File: config.mk
export PLATFORM = sky130hd
export DESIGN_NAME = display_reply_deframer_flat
export DESIGN_NICKNAME = d
export VERILOG_FILES = /design/src/rtl/core/ddf_pkg.sv /design/src/rtl/core/ddf_channels.sv /design/src/rtl/core/display_reply_deframer.sv /design/src/rtl/core/ddf_parser.sv /design/src/rtl/core/ddf_btn_table.sv /design/src/flat_wrapper.sv
export SDC_FILE = /design/constraint.sdc
export NUM_CORES = 1
export LEC_CHECK = 0
export BUFFER_PORTS_ARGS = -buffer_cell sky130_fd_sc_hd__buf_2
export CORE_MARGIN = 5
export CORE_UTILIZATION = 25
export DETAILED_ROUTE_END_ITERATION = 8
export HOLD_SLACK_MARGIN = 0.08
export PLACE_DENSITY_LB_ADDON = 0.12
export RECOVER_POWER = 50
export SLEW_MARGIN = 20
export SYNTH_ARGS = -nofsm -noshare
export SYNTH_HDL_FRONTEND = slang
export SYNTH_HIERARCHICAL = 1
export SYNTH_SLANG_ARGS = --single-unit
export TNS_END_PERCENT = 1
File: constraint.sdc
create_clock -name clk -period 7.5 [get_ports clk]
set_clock_uncertainty 0.1 [all_clocks]
set_input_delay 0.75 -clock clk [delete_from_list [all_inputs] [get_ports clk]]
set_output_delay 0.75 -clock clk [all_outputs]
set_load 0.005 [all_outputs]
File: src/rtl/core/ddf_pkg.sv
// ----------------------------------------------------------------------------
// Display reply deframer package
// Sizes, frame constants, register codes and the structs that pass
// between the deframer modules.
// ----------------------------------------------------------------------------
package ddf_pkg;

	// Button table
	localparam int unsigned TABLE_ENTRIES = 32;
	localparam int unsigned TBL_IDX_W = (TABLE_ENTRIES > 1) ? $clog2(TABLE_ENTRIES) : 1;

	// Field widths
	localparam int unsigned BYTE_W = 8;
	localparam int unsigned ID_W   = 16;
	localparam int unsigned CNT_W  = 5;
	localparam int unsigned WIN_W  = 32;
	localparam int unsigned CAP_W  = 24;

	// Frame format
	localparam logic [BYTE_W-1:0] HEAD_BYTE = 8'hEE;
	localparam logic [WIN_W-1:0]  TAIL_WORD = 32'hFFFC_FFFF;
	localparam logic [CNT_W-1:0]  TAIL_LEN  = 5'd4;
	localparam logic [CNT_W-1:0]  REPLY_MIN = 5'd9;   // five data bytes plus the tail
	localparam logic [CNT_W-1:0]  CAP_FIRST = 5'd2;   // body bytes 2..4 carry id and state
	localparam logic [CNT_W-1:0]  CAP_LAST  = 5'd4;
	localparam logic [CNT_W-1:0]  COUNT_MAX = 5'd31;

	// Configuration register indexes
	typedef enum logic [1:0] {
		REG_BUTTON_WIDGET = 2'd0,
		REG_READ_SUBCMD   = 2'd1,
		REG_PRESSED       = 2'd2,
		REG_RELEASED      = 2'd3
	} cfg_reg_t;

	localparam logic [BYTE_W-1:0] RST_BUTTON_WIDGET = 8'd177;
	localparam logic [BYTE_W-1:0] RST_READ_SUBCMD   = 8'd17;
	localparam logic [BYTE_W-1:0] RST_PRESSED       = 8'd1;
	localparam logic [BYTE_W-1:0] RST_RELEASED      = 8'd0;

	typedef struct packed {
		logic [BYTE_W-1:0] button_widget;
		logic [BYTE_W-1:0] read_subcmd;
		logic [BYTE_W-1:0] pressed;
		logic [BYTE_W-1:0] released;
	} cfg_t;

	// Table write from the parser
	typedef struct packed {
		logic                 en;
		logic [TBL_IDX_W-1:0] idx;
		logic [BYTE_W-1:0]    state;
	} tbl_wr_t;

	// Table lookup result
	typedef struct packed {
		logic [BYTE_W-1:0] state;
		logic              pressed;
		logic              in_range;
	} tbl_rd_t;

endpackage

File: src/rtl/core/ddf_channels.sv
// ----------------------------------------------------------------------------
// Display reply deframer channels
// Valid/ready channels for requests into the deframer and results out of it.
// ----------------------------------------------------------------------------
interface ddf_req_if;
	logic                       valid;
	logic                       ready;
	logic                       req_type;
	logic [ddf_pkg::BYTE_W-1:0] rx_byte;
	logic [ddf_pkg::ID_W-1:0]   lookup_id;

	modport source (output valid, req_type, rx_byte, lookup_id, input ready);
	modport sink   (input valid, req_type, rx_byte, lookup_id, output ready);
endinterface

interface ddf_rsp_if;
	logic                       valid;
	logic                       ready;
	logic                       frame_done;
	logic                       table_updated;
	logic [ddf_pkg::BYTE_W-1:0] read_state;
	logic                       read_pressed;
	logic                       read_in_range;

	modport source (output valid, frame_done, table_updated, read_state, read_pressed,
		read_in_range, input ready);
	modport sink   (input valid, frame_done, table_updated, read_state, read_pressed,
		read_in_range, output ready);
endinterface

File: src/rtl/core/display_reply_deframer.sv
// ----------------------------------------------------------------------------
// Display reply deframer
// Parses display reply frames from a byte stream and answers button
// state lookups from the table the replies fill.
// ----------------------------------------------------------------------------
// Usage:
//   req  - request channel. req_type 0 feeds one received byte (rx_byte);
//          req_type 1 looks up the button state of lookup_id.
//   rsp  - one result per request, in request order. Byte requests report
//          frame_done/table_updated; lookups report read_state,
//          read_pressed and read_in_range.
//   cfg  - write port for the four code registers (cfg_wr_en, cfg_index,
//          cfg_data); write only while no request is in flight.
// Path: an accepted request waits in the input register, then moves to the
//   result register once that register is free or draining.
// Throughput: one request per cycle while rsp is not held off; the parser
//   state and the table update in the same cycle as the result is computed, so
//   back-to-back bytes and lookups see each other in order.
// Reset: the parser returns to hunting for the head byte, all table entries
//   read as released and the code registers take their default values.
// Stall: while rsp is held off the result register holds; the input register
//   still fills, and req.ready drops only when both are full.
// ----------------------------------------------------------------------------
module display_reply_deframer (
	input  logic                       clk,
	input  logic                       arst_n,
	ddf_req_if.sink                    req,
	ddf_rsp_if.source                  rsp,
	input  logic                       cfg_wr_en,
	input  logic [1:0]                 cfg_index,
	input  logic [ddf_pkg::BYTE_W-1:0] cfg_data
);

	// Configuration registers
	ddf_pkg::cfg_t cfg_q;

	always_ff @(posedge clk or negedge arst_n) begin
		if (!arst_n) begin
			cfg_q.button_widget <= ddf_pkg::RST_BUTTON_WIDGET;
			cfg_q.read_subcmd   <= ddf_pkg::RST_READ_SUBCMD;
			cfg_q.pressed       <= ddf_pkg::RST_PRESSED;
			cfg_q.released      <= ddf_pkg::RST_RELEASED;
		end else if (cfg_wr_en) begin
			case (ddf_pkg::cfg_reg_t'(cfg_index))
				ddf_pkg::REG_BUTTON_WIDGET: cfg_q.button_widget <= cfg_data;
				ddf_pkg::REG_READ_SUBCMD:   cfg_q.read_subcmd   <= cfg_data;
				ddf_pkg::REG_PRESSED:       cfg_q.pressed       <= cfg_data;
				ddf_pkg::REG_RELEASED:      cfg_q.released      <= cfg_data;
				default: begin
				end
			endcase
		end
	end

	// Input register
	logic                       valid_s1;
	logic                       req_type_s1;
	logic [ddf_pkg::BYTE_W-1:0] rx_byte_s1;
	logic [ddf_pkg::ID_W-1:0]   lookup_id_s1;
	logic                       accept;
	logic                       advance;

	// Result register
	logic                       rsp_valid_q;
	logic                       frame_done_q;
	logic                       table_updated_q;
	logic [ddf_pkg::BYTE_W-1:0] read_state_q;
	logic                       read_pressed_q;
	logic                       read_in_range_q;

	// Move the held request into the result register when it is free or drains now.
	assign advance   = valid_s1 && (!rsp_valid_q || rsp.ready);
	assign req.ready = !valid_s1 || advance;
	assign accept    = req.valid && req.ready;

	always_ff @(posedge clk or negedge arst_n) begin
		if (!arst_n) begin
			valid_s1 <= 1'b0;
		end else if (accept) begin
			valid_s1 <= 1'b1;
		end else if (advance) begin
			valid_s1 <= 1'b0;
		end
	end

	always_ff @(posedge clk) begin
		if (accept) begin
			req_type_s1  <= req.req_type;
			rx_byte_s1   <= req.rx_byte;
			lookup_id_s1 <= req.lookup_id;
		end
	end

	// Parser and table work on the held request in the cycle it advances
	logic                 frame_done;
	ddf_pkg::tbl_wr_t     tbl_wr;
	ddf_pkg::tbl_rd_t     tbl_rd;

	ddf_parser u_parser (
		.clk        (clk),
		.arst_n     (arst_n),
		.byte_en    (advance && !req_type_s1),
		.rx_byte    (rx_byte_s1),
		.cfg        (cfg_q),
		.frame_done (frame_done),
		.tbl_wr     (tbl_wr)
	);

	ddf_btn_table u_table (
		.clk     (clk),
		.arst_n  (arst_n),
		.tbl_wr  (tbl_wr),
		.read_id (lookup_id_s1),
		.cfg     (cfg_q),
		.tbl_rd  (tbl_rd)
	);

	always_ff @(posedge clk or negedge arst_n) begin
		if (!arst_n) begin
			rsp_valid_q <= 1'b0;
		end else if (advance) begin
			rsp_valid_q <= 1'b1;
		end else if (rsp.ready) begin
			rsp_valid_q <= 1'b0;
		end
	end

	// Byte requests report framing only; lookups report the table only.
	always_ff @(posedge clk) begin
		if (advance) begin
			if (req_type_s1) begin
				frame_done_q    <= 1'b0;
				table_updated_q <= 1'b0;
				read_state_q    <= tbl_rd.state;
				read_pressed_q  <= tbl_rd.pressed;
				read_in_range_q <= tbl_rd.in_range;
			end else begin
				frame_done_q    <= frame_done;
				table_updated_q <= tbl_wr.en;
				read_state_q    <= '0;
				read_pressed_q  <= 1'b0;
				read_in_range_q <= 1'b0;
			end
		end
	end

	assign rsp.valid         = rsp_valid_q;
	assign rsp.frame_done    = frame_done_q;
	assign rsp.table_updated = table_updated_q;
	assign rsp.read_state    = read_state_q;
	assign rsp.read_pressed  = read_pressed_q;
	assign rsp.read_in_range = read_in_range_q;

endmodule

File: src/rtl/core/ddf_parser.sv
// ----------------------------------------------------------------------------
// Display reply frame parser
// Tracks head, widget, subcommand and body bytes, spots the tail and
// raises a table write for a finished button read reply.
// ----------------------------------------------------------------------------
module ddf_parser (
	input  logic                       clk,
	input  logic                       arst_n,
	input  logic                       byte_en,
	input  logic [ddf_pkg::BYTE_W-1:0] rx_byte,
	input  ddf_pkg::cfg_t              cfg,
	output logic                       frame_done,
	output ddf_pkg::tbl_wr_t           tbl_wr
);

	typedef enum logic [1:0] {
		PH_HUNT   = 2'd0,
		PH_WIDGET = 2'd1,
		PH_SUBCMD = 2'd2,
		PH_BODY   = 2'd3
	} phase_t;

	phase_t                      phase_q, phase_d;
	logic [ddf_pkg::BYTE_W-1:0]  widget_q, widget_d;
	logic [ddf_pkg::BYTE_W-1:0]  subcmd_q, subcmd_d;
	logic [ddf_pkg::WIN_W-1:0]   win_q, win_d;
	logic [ddf_pkg::CNT_W-1:0]   cnt_q, cnt_d;
	logic [ddf_pkg::CAP_W-1:0]   cap_q, cap_d;
	logic [ddf_pkg::ID_W-1:0]    reply_id;
	logic                        reply_match;

	assign reply_id = cap_d[ddf_pkg::CAP_W-1:ddf_pkg::BYTE_W];
	assign reply_match = (widget_q == cfg.button_widget) && (subcmd_q == cfg.read_subcmd)
		&& (cnt_d >= ddf_pkg::REPLY_MIN);

	always_comb begin
		phase_d    = phase_q;
		widget_d   = widget_q;
		subcmd_d   = subcmd_q;
		win_d      = win_q;
		cnt_d      = cnt_q;
		cap_d      = cap_q;
		frame_done = 1'b0;
		tbl_wr     = '0;
		if (byte_en) begin
			case (phase_q)
				PH_HUNT: begin
					if (rx_byte == ddf_pkg::HEAD_BYTE) begin
						phase_d = PH_WIDGET;
						win_d   = '0;
						cnt_d   = '0;
						cap_d   = '0;
					end
				end
				PH_WIDGET: begin
					widget_d = rx_byte;
					phase_d  = PH_SUBCMD;
				end
				PH_SUBCMD: begin
					subcmd_d = rx_byte;
					phase_d  = PH_BODY;
				end
				PH_BODY: begin
					if (cnt_q inside {[ddf_pkg::CAP_FIRST:ddf_pkg::CAP_LAST]}) begin
						cap_d = {cap_q[ddf_pkg::CAP_W-ddf_pkg::BYTE_W-1:0], rx_byte};
					end
					if (cnt_q < ddf_pkg::COUNT_MAX) begin
						cnt_d = cnt_q + 1'b1;
					end
					win_d = {win_q[ddf_pkg::WIN_W-ddf_pkg::BYTE_W-1:0], rx_byte};
					// first tail after the subcommand closes the frame
					if ((cnt_d >= ddf_pkg::TAIL_LEN) && (win_d == ddf_pkg::TAIL_WORD)) begin
						frame_done = 1'b1;
						phase_d    = PH_HUNT;
						if (reply_match &&
							(reply_id < ddf_pkg::ID_W'(ddf_pkg::TABLE_ENTRIES))) begin
							tbl_wr.en    = 1'b1;
							tbl_wr.idx   = reply_id[ddf_pkg::TBL_IDX_W-1:0];
							tbl_wr.state = cap_d[ddf_pkg::BYTE_W-1:0];
						end
					end
				end
				default: begin
					phase_d = PH_HUNT;
				end
			endcase
		end
	end

	always_ff @(posedge clk or negedge arst_n) begin
		if (!arst_n) begin
			phase_q  <= PH_HUNT;
			widget_q <= '0;
			subcmd_q <= '0;
			win_q    <= '0;
			cnt_q    <= '0;
			cap_q    <= '0;
		end else begin
			phase_q  <= phase_d;
			widget_q <= widget_d;
			subcmd_q <= subcmd_d;
			win_q    <= win_d;
			cnt_q    <= cnt_d;
			cap_q    <= cap_d;
		end
	end

endmodule

File: src/rtl/core/ddf_btn_table.sv
// ----------------------------------------------------------------------------
// Display reply button table
// Stores button state bytes by control id with a written flag per entry;
// unwritten or out of range ids read as the released code.
// ----------------------------------------------------------------------------
module ddf_btn_table (
	input  logic                      clk,
	input  logic                      arst_n,
	input  ddf_pkg::tbl_wr_t          tbl_wr,
	input  logic [ddf_pkg::ID_W-1:0]  read_id,
	input  ddf_pkg::cfg_t             cfg,
	output ddf_pkg::tbl_rd_t          tbl_rd
);

	logic [ddf_pkg::BYTE_W-1:0]        state_q [ddf_pkg::TABLE_ENTRIES];
	logic [ddf_pkg::TABLE_ENTRIES-1:0] written_q;
	logic [ddf_pkg::TBL_IDX_W-1:0]     rd_idx;
	logic                              in_range;
	logic [ddf_pkg::BYTE_W-1:0]        rd_state;

	assign in_range = read_id < ddf_pkg::ID_W'(ddf_pkg::TABLE_ENTRIES);
	assign rd_idx   = read_id[ddf_pkg::TBL_IDX_W-1:0];
	assign rd_state = (in_range && written_q[rd_idx]) ? state_q[rd_idx] : cfg.released;

	assign tbl_rd.state    = rd_state;
	assign tbl_rd.in_range = in_range;
	assign tbl_rd.pressed  = in_range && (rd_state == cfg.pressed);

	always_ff @(posedge clk or negedge arst_n) begin
		if (!arst_n) begin
			written_q <= '0;
		end else if (tbl_wr.en) begin
			written_q[tbl_wr.idx] <= 1'b1;
		end
	end

	always_ff @(posedge clk) begin
		if (tbl_wr.en) begin
			state_q[tbl_wr.idx] <= tbl_wr.state;
		end
	end

endmodule

File: src/flat_wrapper.sv
// flat-port wrapper written by rule: the top's interface ports become plain ports
module display_reply_deframer_flat 
  (clk, arst_n, cfg_wr_en, cfg_index, cfg_data, req_valid, req_req_type, req_rx_byte, req_lookup_id, req_ready, rsp_valid, rsp_frame_done, rsp_table_updated, rsp_read_state, rsp_read_pressed, rsp_read_in_range, rsp_ready);
  ddf_req_if req_i ();
  ddf_rsp_if rsp_i ();
  input  logic clk;
  input  logic arst_n;
  input  logic cfg_wr_en;
  input  logic [1:0] cfg_index;
  input  logic [ddf_pkg::BYTE_W-1:0] cfg_data;
  input wire logic [$bits(req_i.valid)-1:0] req_valid;
  input wire logic [$bits(req_i.req_type)-1:0] req_req_type;
  input wire logic [$bits(req_i.rx_byte)-1:0] req_rx_byte;
  input wire logic [$bits(req_i.lookup_id)-1:0] req_lookup_id;
  output wire logic [$bits(req_i.ready)-1:0] req_ready;
  output wire logic [$bits(rsp_i.valid)-1:0] rsp_valid;
  output wire logic [$bits(rsp_i.frame_done)-1:0] rsp_frame_done;
  output wire logic [$bits(rsp_i.table_updated)-1:0] rsp_table_updated;
  output wire logic [$bits(rsp_i.read_state)-1:0] rsp_read_state;
  output wire logic [$bits(rsp_i.read_pressed)-1:0] rsp_read_pressed;
  output wire logic [$bits(rsp_i.read_in_range)-1:0] rsp_read_in_range;
  input wire logic [$bits(rsp_i.ready)-1:0] rsp_ready;
  assign req_i.valid = req_valid;
  assign req_i.req_type = req_req_type;
  assign req_i.rx_byte = req_rx_byte;
  assign req_i.lookup_id = req_lookup_id;
  assign req_ready = req_i.ready;
  assign rsp_valid = rsp_i.valid;
  assign rsp_frame_done = rsp_i.frame_done;
  assign rsp_table_updated = rsp_i.table_updated;
  assign rsp_read_state = rsp_i.read_state;
  assign rsp_read_pressed = rsp_i.read_pressed;
  assign rsp_read_in_range = rsp_i.read_in_range;
  assign rsp_i.ready = rsp_ready;
  display_reply_deframer u_core (.clk(clk), .arst_n(arst_n), .req(req_i), .rsp(rsp_i), .cfg_wr_en(cfg_wr_en), .cfg_index(cfg_index), .cfg_data(cfg_data));
endmodule
==> summary.md, run 1 <==
| Metric | Value |
|---|---|
| Status | finished, violations left |
| Failing checks | max-capacitance violations, max-slew violations |
| Fmax | roughly 170 MHz |
| Most instantiated cells after synthesis | 293 x edfxtp_1, 130 x dfrtp_1, 57 x nor2_1 |
| Pre-antenna DRT Iters | 4 |
| Fin. Hold Viols | 0 |
| Final period utilization | about four fifths |
| Critical path fanouts, max | 14 |
| Clk Latency, worst-skew pair | just under 600 ps |
| Max-cap violations | 3 |
| Setup bufs post-CTS | 0 |
| Multiplexer share of the synthesized area | between 10% and 20% |
| Area leader, netlist | edfxtp_1 |
| Antenna-violating nets left | 0 |
| Crit Reg-Reg Startpoint | u_core/req_type_s1 |
| Fill count | a little over 7000 |
| RSZ-0062 raised after global routing | no |
| Register area share after synthesis | between 60% and 70% |
| Vias | 10012 |
| # IOs | 54 |
| Area growth syn-to-layout | 16.9% |
| Initial antenna violation count | 2 |
| CP startpoint kind | register |
| Worst setup path start | u_core/req_type_s1 |
| Relative max-transition margin | -187% |
| First-pass GRT wire length | 75.8 mm |
| Die area | about 77000 um^2 |
| Layout Utilization | 29.4% |
| Synthesized net count | 1141 |
| Reg2Reg Setup Slack | between 1500 and 2000 ps |
| CTS buffer count | slightly above 50 |
| Htree depth | 2 |
| FF+latch count, synth | 430 |
| Hold/Removal Path Class | input port to register |
| Core Rows | 98 |
| GRT Total Usage | between 10% and 20% |
| Final setup vio count | 0 |
| Total power draw | about 6 mW |
| LEAKAGE | 6.95 nW |
| Synth warn | 6 |
| Antenna diode count | 0 |
| Post-Place Worst Slack | approximately 1500 ps |
| Async S/R FF share, synth | 31.9% |
| Clock slew at reported path FFs | about 60 ps |
| Core Region | 71400 um^2 |
| Remaining DRCs | 0 |
| Mapped Area | between 15000 and 20000 um^2 |
| Critical Path End Type | register |
| CP arrival | between 6000 and 7000 ps |
| Clock sink total | 430 |
| PD cells | around 280 nW/um^2 |
| Post-synthesis compound-gate area fraction | 5.79% |
| Routed wire length per instance | ~24 um |
| Routability cong. | 0.762 |
| Post-cts sizing count | 0 |
| Initial Util | between 20% and 30% |
| Buffers on Ports | 53 |
| DR vias/cell | approximately 4.6 |
| TritonCTS clock tree | yes |
| DP Wirelength | approximately 35 mm |
| Worst setup endpoint | u_core/u_table/state_q[7][6] |
| Primary FF master, synth | edfxtp_1 |
| Data required, critical path | approximately 7600 ps |
| Layout cells sized above 1 | between 20% and 30% |
| Area occupied by multi-input gates | between 5000 and 6000 um^2 |
| TNS Setup | 0 ps |
| Simple-Gate Fraction of Synth Area | approximately 8.3% |
| Max-slew violations | between 100 and 150 |
| Largest family of logic cells by synthesized area | multiplexers |
| Starting DRT DRC Count | 747 |
| Area fraction of the dominant cell type after synthesis | 49.1% |
| Cells after synthesis | between 1000 and 1500 |
| RR Endpoint | u_core/u_table/state_q[7][6] |
| Largest net degree at the start of global routing | between 60 and 70 |
| Yosys cell types | a little over 80 |
| GRT overflow | 0 |
| Chip Height | 278 um |
| Most numerous cell in the Yosys netlist | edfxtp_1 |
| Cell types occupying the most area after synthesis | edfxtp_1 49%, dfrtp_1 18%, mux4_2 7.0%, mux2_2 3.4%, mux2i_1 2.6% |
| Worst r2r path cells | 10 |
| Worst-margin pin slew | about 4300 ps |
| Syn Area/Cell | ~16 um^2 |
| Vias in the first global route | ~10000 |
| Final Worst Setup Slack | roughly 1500 ps |
| Root Buffer | clkbuf_16 |
| Maximum vdd drop | 0.171 mV |
| Die width | ~280 um |
| Reg area | around 12000 um^2 |
| Hold WS | 241 ps |
| Post-Synth XOR/XNOR Area | under 10% |
| Nets@finish | 1233 |
| Minimum clock period | ~6000 ps |
| Post-Route WL | 52.2 mm |
| EDFF count, synth | 293 |
| Max clock buf depth | 3 |
| Synth Area in Adders | less than 1% |
| Kind of critical path | register to register |
-- worst max-delay path: stages (launching register included) --
cell and delay, ps:
edfxtp_1 610, nor3b_1 250, clkbuf_1 480, nor2b_1 550
o21ai_0 210, nor4_1 170, and4_1 250, o2111ai_2 410
nor4b_1 840, nand3_1 820, nor2_1 880
-- final cells by class --
cell class | instances | share of cell area [%]
inverter | 14 | 0.251
timing repair buffer | 86 | 2.16
clock buffer | 71 | 6.99
multi-input combinational | 604 | 25.5
clock inverter | 22 | 1.06
tap | 950 | 5.67
sequential | 430 | 58.4
-- through the flow --
stage / area (um^2) / cells
after floorplan: 17900 / 1095
after global placement: 19400 / 2082
after detailed placement: 19400 / 2083
after CTS: 21100 / 2177
after global routing: 21000 / 2177
final: 21000 / 2177
-- where the power goes --
| part | internal (mW) | switching [mW] | leakage (nW) |
|---|---|---|---|
| logic | 0.246 | 0.300 | 2.23 |
| registers | 2.67 | 0.148 | 3.88 |
| clock network | 1.50 | 0.994 | 0.835 |
| total | 4.41 | 1.44 | 6.95 |
-- logic make-up (layout without fill, tap and decap cells) --
| family | Yosys count | count (layout) |
|---|---|---|
| adders and majority gates | 6 | 6 |
| DFF | 430 | 430 |
| AOI/OAI and AO/OA | 138 | 138 |
| muxes | 167 | 167 |
| xor gates and xnor gates | 23 | 23 |
| buffers and inverters | 61 | 193 |
| and+or+nand+nor | 270 | 270 |
-- cell usage in the layout (no fill, tap or decap), types with 40 or more instances in the layout --
master / count
clkbuf_1: 40
mux2i_1: 46
edfxtp_1: 293
a22o_1: 40
dfrtp_1: 130
mux2_2: 54
clkbuf_16: 54
mux4_2: 56
nor2_1: 57
nand2_1: 51
-- what timing repair did --
action / in CTS / in global routing
endpoints found under the hold margin: 1 / 0
endpoints found under the setup margin: 0 / 0
hold buffers: 1 / 0
-- worst min-delay path by stage --
| stage | endpoint | start | slack, ps | depth (start not counted) |
|---|---|---|---|---|
| final | u_core/lookup_id_s1[6] | req_lookup_id[6] | 240 | 1 |
| after global routing | u_core/lookup_id_s1[5] | req_lookup_id[5] | 210 | 1 |
| after CTS | u_core/lookup_id_s1[9] | req_lookup_id[9] | 190 | 1 |
| after detailed placement | u_core/u_table/written_q[20] | u_core/u_table/written_q[20] | 350 | 1 |
| after global placement | u_core/u_table/written_q[24] | u_core/u_table/written_q[24] | 350 | 1 |
| after floorplan | u_core/u_table/written_q[10] | u_core/u_table/written_q[10] | 330 | 1 |
-- state kept, by name (all words and copies together), names as in the netlist, 8 cells and up --
| register | cells |
|---|---|
| u_core/u_table/state_q | 256 |
| u_core/cfg_q | 32 |
| u_core/u_table/written_q | 32 |
| u_core/u_parser/cap_q | 24 |
| u_core/u_parser/win_q | 24 |
| u_core/lookup_id_s1 | 16 |
| u_core/rsp.read_state | 8 |
| u_core/rx_byte_s1 | 8 |
| u_core/u_parser/subcmd_q | 8 |
| u_core/u_parser/widget_q | 8 |
-- layer usage --
layer	GRT usage, %	up-vias	wire length [um]
li1	-	4474	-
met1	19.1	5241	24700
met2	20.9	231	24000
met3	2.47	66	2450
met4	2.99	0	1000
met5	0	-	0
Note: power is estimated with default switching activity, not from simulation.
==> run 2, diff against run 1 <==
- clock period: 7.5 -> 5.3 ns (I/O delays scaled with it)
==> summary.md, run 2 (synthesis gave the netlist of run 1 again) <==
| Metric | Value |
|---|---|
| Status | finished, violations left |
| Failing checks | max-capacitance violations, max-slew violations |
| Buffers on Ports | 53 |
| Worst-margin pin slew | between 3000 and 4000 ps |
| Met2 Routed Length | 23.3 mm |
| Clk Latency, worst-skew pair | 600 ps |
| Die area | about 77000 um^2 |
| Core Region | 71400 um^2 |
| Initial Util | about a quarter |
| Die width | roughly 280 um |
| Max clock buf depth | 3 |
| Worst setup path start | u_core/rsp.valid |
| Chip Height | about 280 um |
| WP buf/inv | 0 |
| Hold/Removal Path Class | input port to register |
| Clock sink total | 430 |
| CP startpoint kind | register |
| Crit Reg-Reg Startpoint | u_core/rsp.valid |
| Layout cells sized above 1 | 27.3% |
| Critical Path End Type | register |
| Met1 Wirelength | 24.5 mm |
| GRT Total Usage | between 10% and 20% |
| RSZ-0062 raised after global routing | no |
| Area occupied by multi-input gates | roughly 5300 um^2 |
| Starting DRT DRC Count | between 600 and 700 |
| Placed instance area | just under 20000 um^2 |
| Final period utilization | 88.5% |
| # IOs | between 50 and 60 |
| DR vias/cell | 4.56 |
| Pre-antenna DRT Iters | 5 |
| Placed insts | about 2100 |
| HP Start | rsp_ready |
| Root Buffer | clkbuf_16 |
| Layout Cells excl Fill | between 2000 and 2500 |
| Relative max-transition margin | -149% |
| Post-cts sizing count | 0 |
| Slowest cell delay on critical path | ~740 ps |
| Fill count | roughly 7100 |
| Maximum vdd drop | 0.258 mV |
| Final setup vio count | 0 |
| LEAKAGE | around 7.3 nW |
| PD cells | between 300 and 400 nW/um^2 |
| Setup bufs post-CTS | 0 |
| Initial antenna violation count | 2 |
| Vias | 10219 |
| Routed wire length per instance | ~23 um |
| Crit path max-delay family | simple AND/OR/NAND/NOR gates |
| GRT overflow | 0 |
| Minimum clock period | roughly 4700 ps |
| Max reg flops | between 200 and 300 |
| Area growth syn-to-layout | 20.3% |
| TNS Setup | 0 ps |
| DP Wirelength | about 34 mm |
| Commonest non-fill, non-tap cell in the layout | edfxtp_1 |
| Worst r2r path cells | 10 |
| CP Cell Sequence | nand2b_1 > nor3b_2 > nand3b_1 > nor3_1 > o21ai_0 > and4_1 > o2111ai_2 > nor4_1 > or3b_2 > nor2_1 |
| Number of hold buffers added after CTS | 27 |
| Max-cap violations | 2 |
| Fmax | approximately 210 MHz |
| Register with the most flip-flops | u_core/u_table/state_q |
| Worst path slowest cell | nor2_1 |
| Antenna-violating nets left | 0 |
| Hold Path Stages | 3 |
| Critical path fanouts, max | 9 |
| Kind of critical path | register to register |
| First-pass GRT wire length | 75.5 mm |
| Core Rows | 98 |
| Layout Utilization | a little over 30% |
| Met3 routed WL | about 2.3 mm |
| Vias in the first global route | 10764 |
| Hold WS | roughly 140 ps |
| Worst path depth | 10 |
| CTS buffer count | 49 |
| Largest net degree at the start of global routing | 73 |
| Most frequent cells in the layout | 293 x edfxtp_1, 130 x dfrtp_1, 61 x buf_4, 57 x nor2_1, 56 x mux4_2 |
| Routability cong. | 0.756 |
| CP arrival | 4800 ps |
| Htree depth | 2 |
| Post-Route WL | ~51 mm |
| Top layer in use | met4 |
| Final Cell Area | between 20000 and 25000 um^2 |
| Remaining DRCs | 0 |
| Data required, critical path | about 5400 ps |
| Biggest regs | u_core/u_table/state_q x256, u_core/cfg_q x32, u_core/u_table/written_q x32 |
| Reg area | roughly 12000 um^2 |
| Clock slew at reported path FFs | 60 ps |
| Nets@finish | roughly 1300 |
| Max-slew violations | roughly 100 |
| Fin. Hold Viols | 0 |
| TritonCTS clock tree | yes |
[run 2: cell count changes in the layout (fill, tap and decap cells not counted), sizes merged, moves of 2 or more]
cell         delta
clkbuf          -8
buf            +44
clkinv          -2
diode           +2
bufinv          +3
dlygate4sd3    +26
[run 2: cell type report]
| class | instances | area share, % |
|---|---|---|
| inverters | 14 | 0.244 |
| well taps | 950 | 5.51 |
| clock inverters | 23 | 1.47 |
| multi-input cells | 604 | 24.7 |
| diodes | 2 | 0.0232 |
| repair buffers | 152 | 4.91 |
| clock buffers | 68 | 6.39 |
| flip-flops and latches | 430 | 56.7 |
[run 2: per-layer routing]
layer | up-vias | global-route usage, %
met4 | 0 | 2.95
met2 | 205 | 20.3
li1 | 4586 | -
met1 | 5356 | 18.8
met3 | 72 | 2.81
met5 | - | 0
[run 2: report_power, final]
part / switching [mW] / internal, mW
clock network: 1.40 / 2.16
registers: 0.217 / 3.78
logic: 0.433 / 0.377
[run 2: final timing paths]
path | slack (ps) | end
max in group asynchronous | 1160 | u_core/u_table/written_q[7]
hold / removal | 140 | u_core/rsp.valid
setup / recovery | 610 | u_core/u_table/state_q[28][2]
hold reg to reg | 360 | u_core/u_table/written_q[25]
min in group asynchronous | 1810 | u_core/cfg_q[3]
setup reg to reg | 610 | u_core/u_table/state_q[28][2]
[run 2: stage by stage]
stage	total power [mW]	worst slack, ps
after global placement	4.89	478
after detailed placement	4.88	369
final	8.37	611
after global routing	8.75	236
after floorplan	4.55	774
after CTS	8.52	616
[run 2: worst min-delay path, delay by kind of cell]
kind	cells	cell delay, ps
and+or+nand+nor	2	180
buffers and inverters	1	80
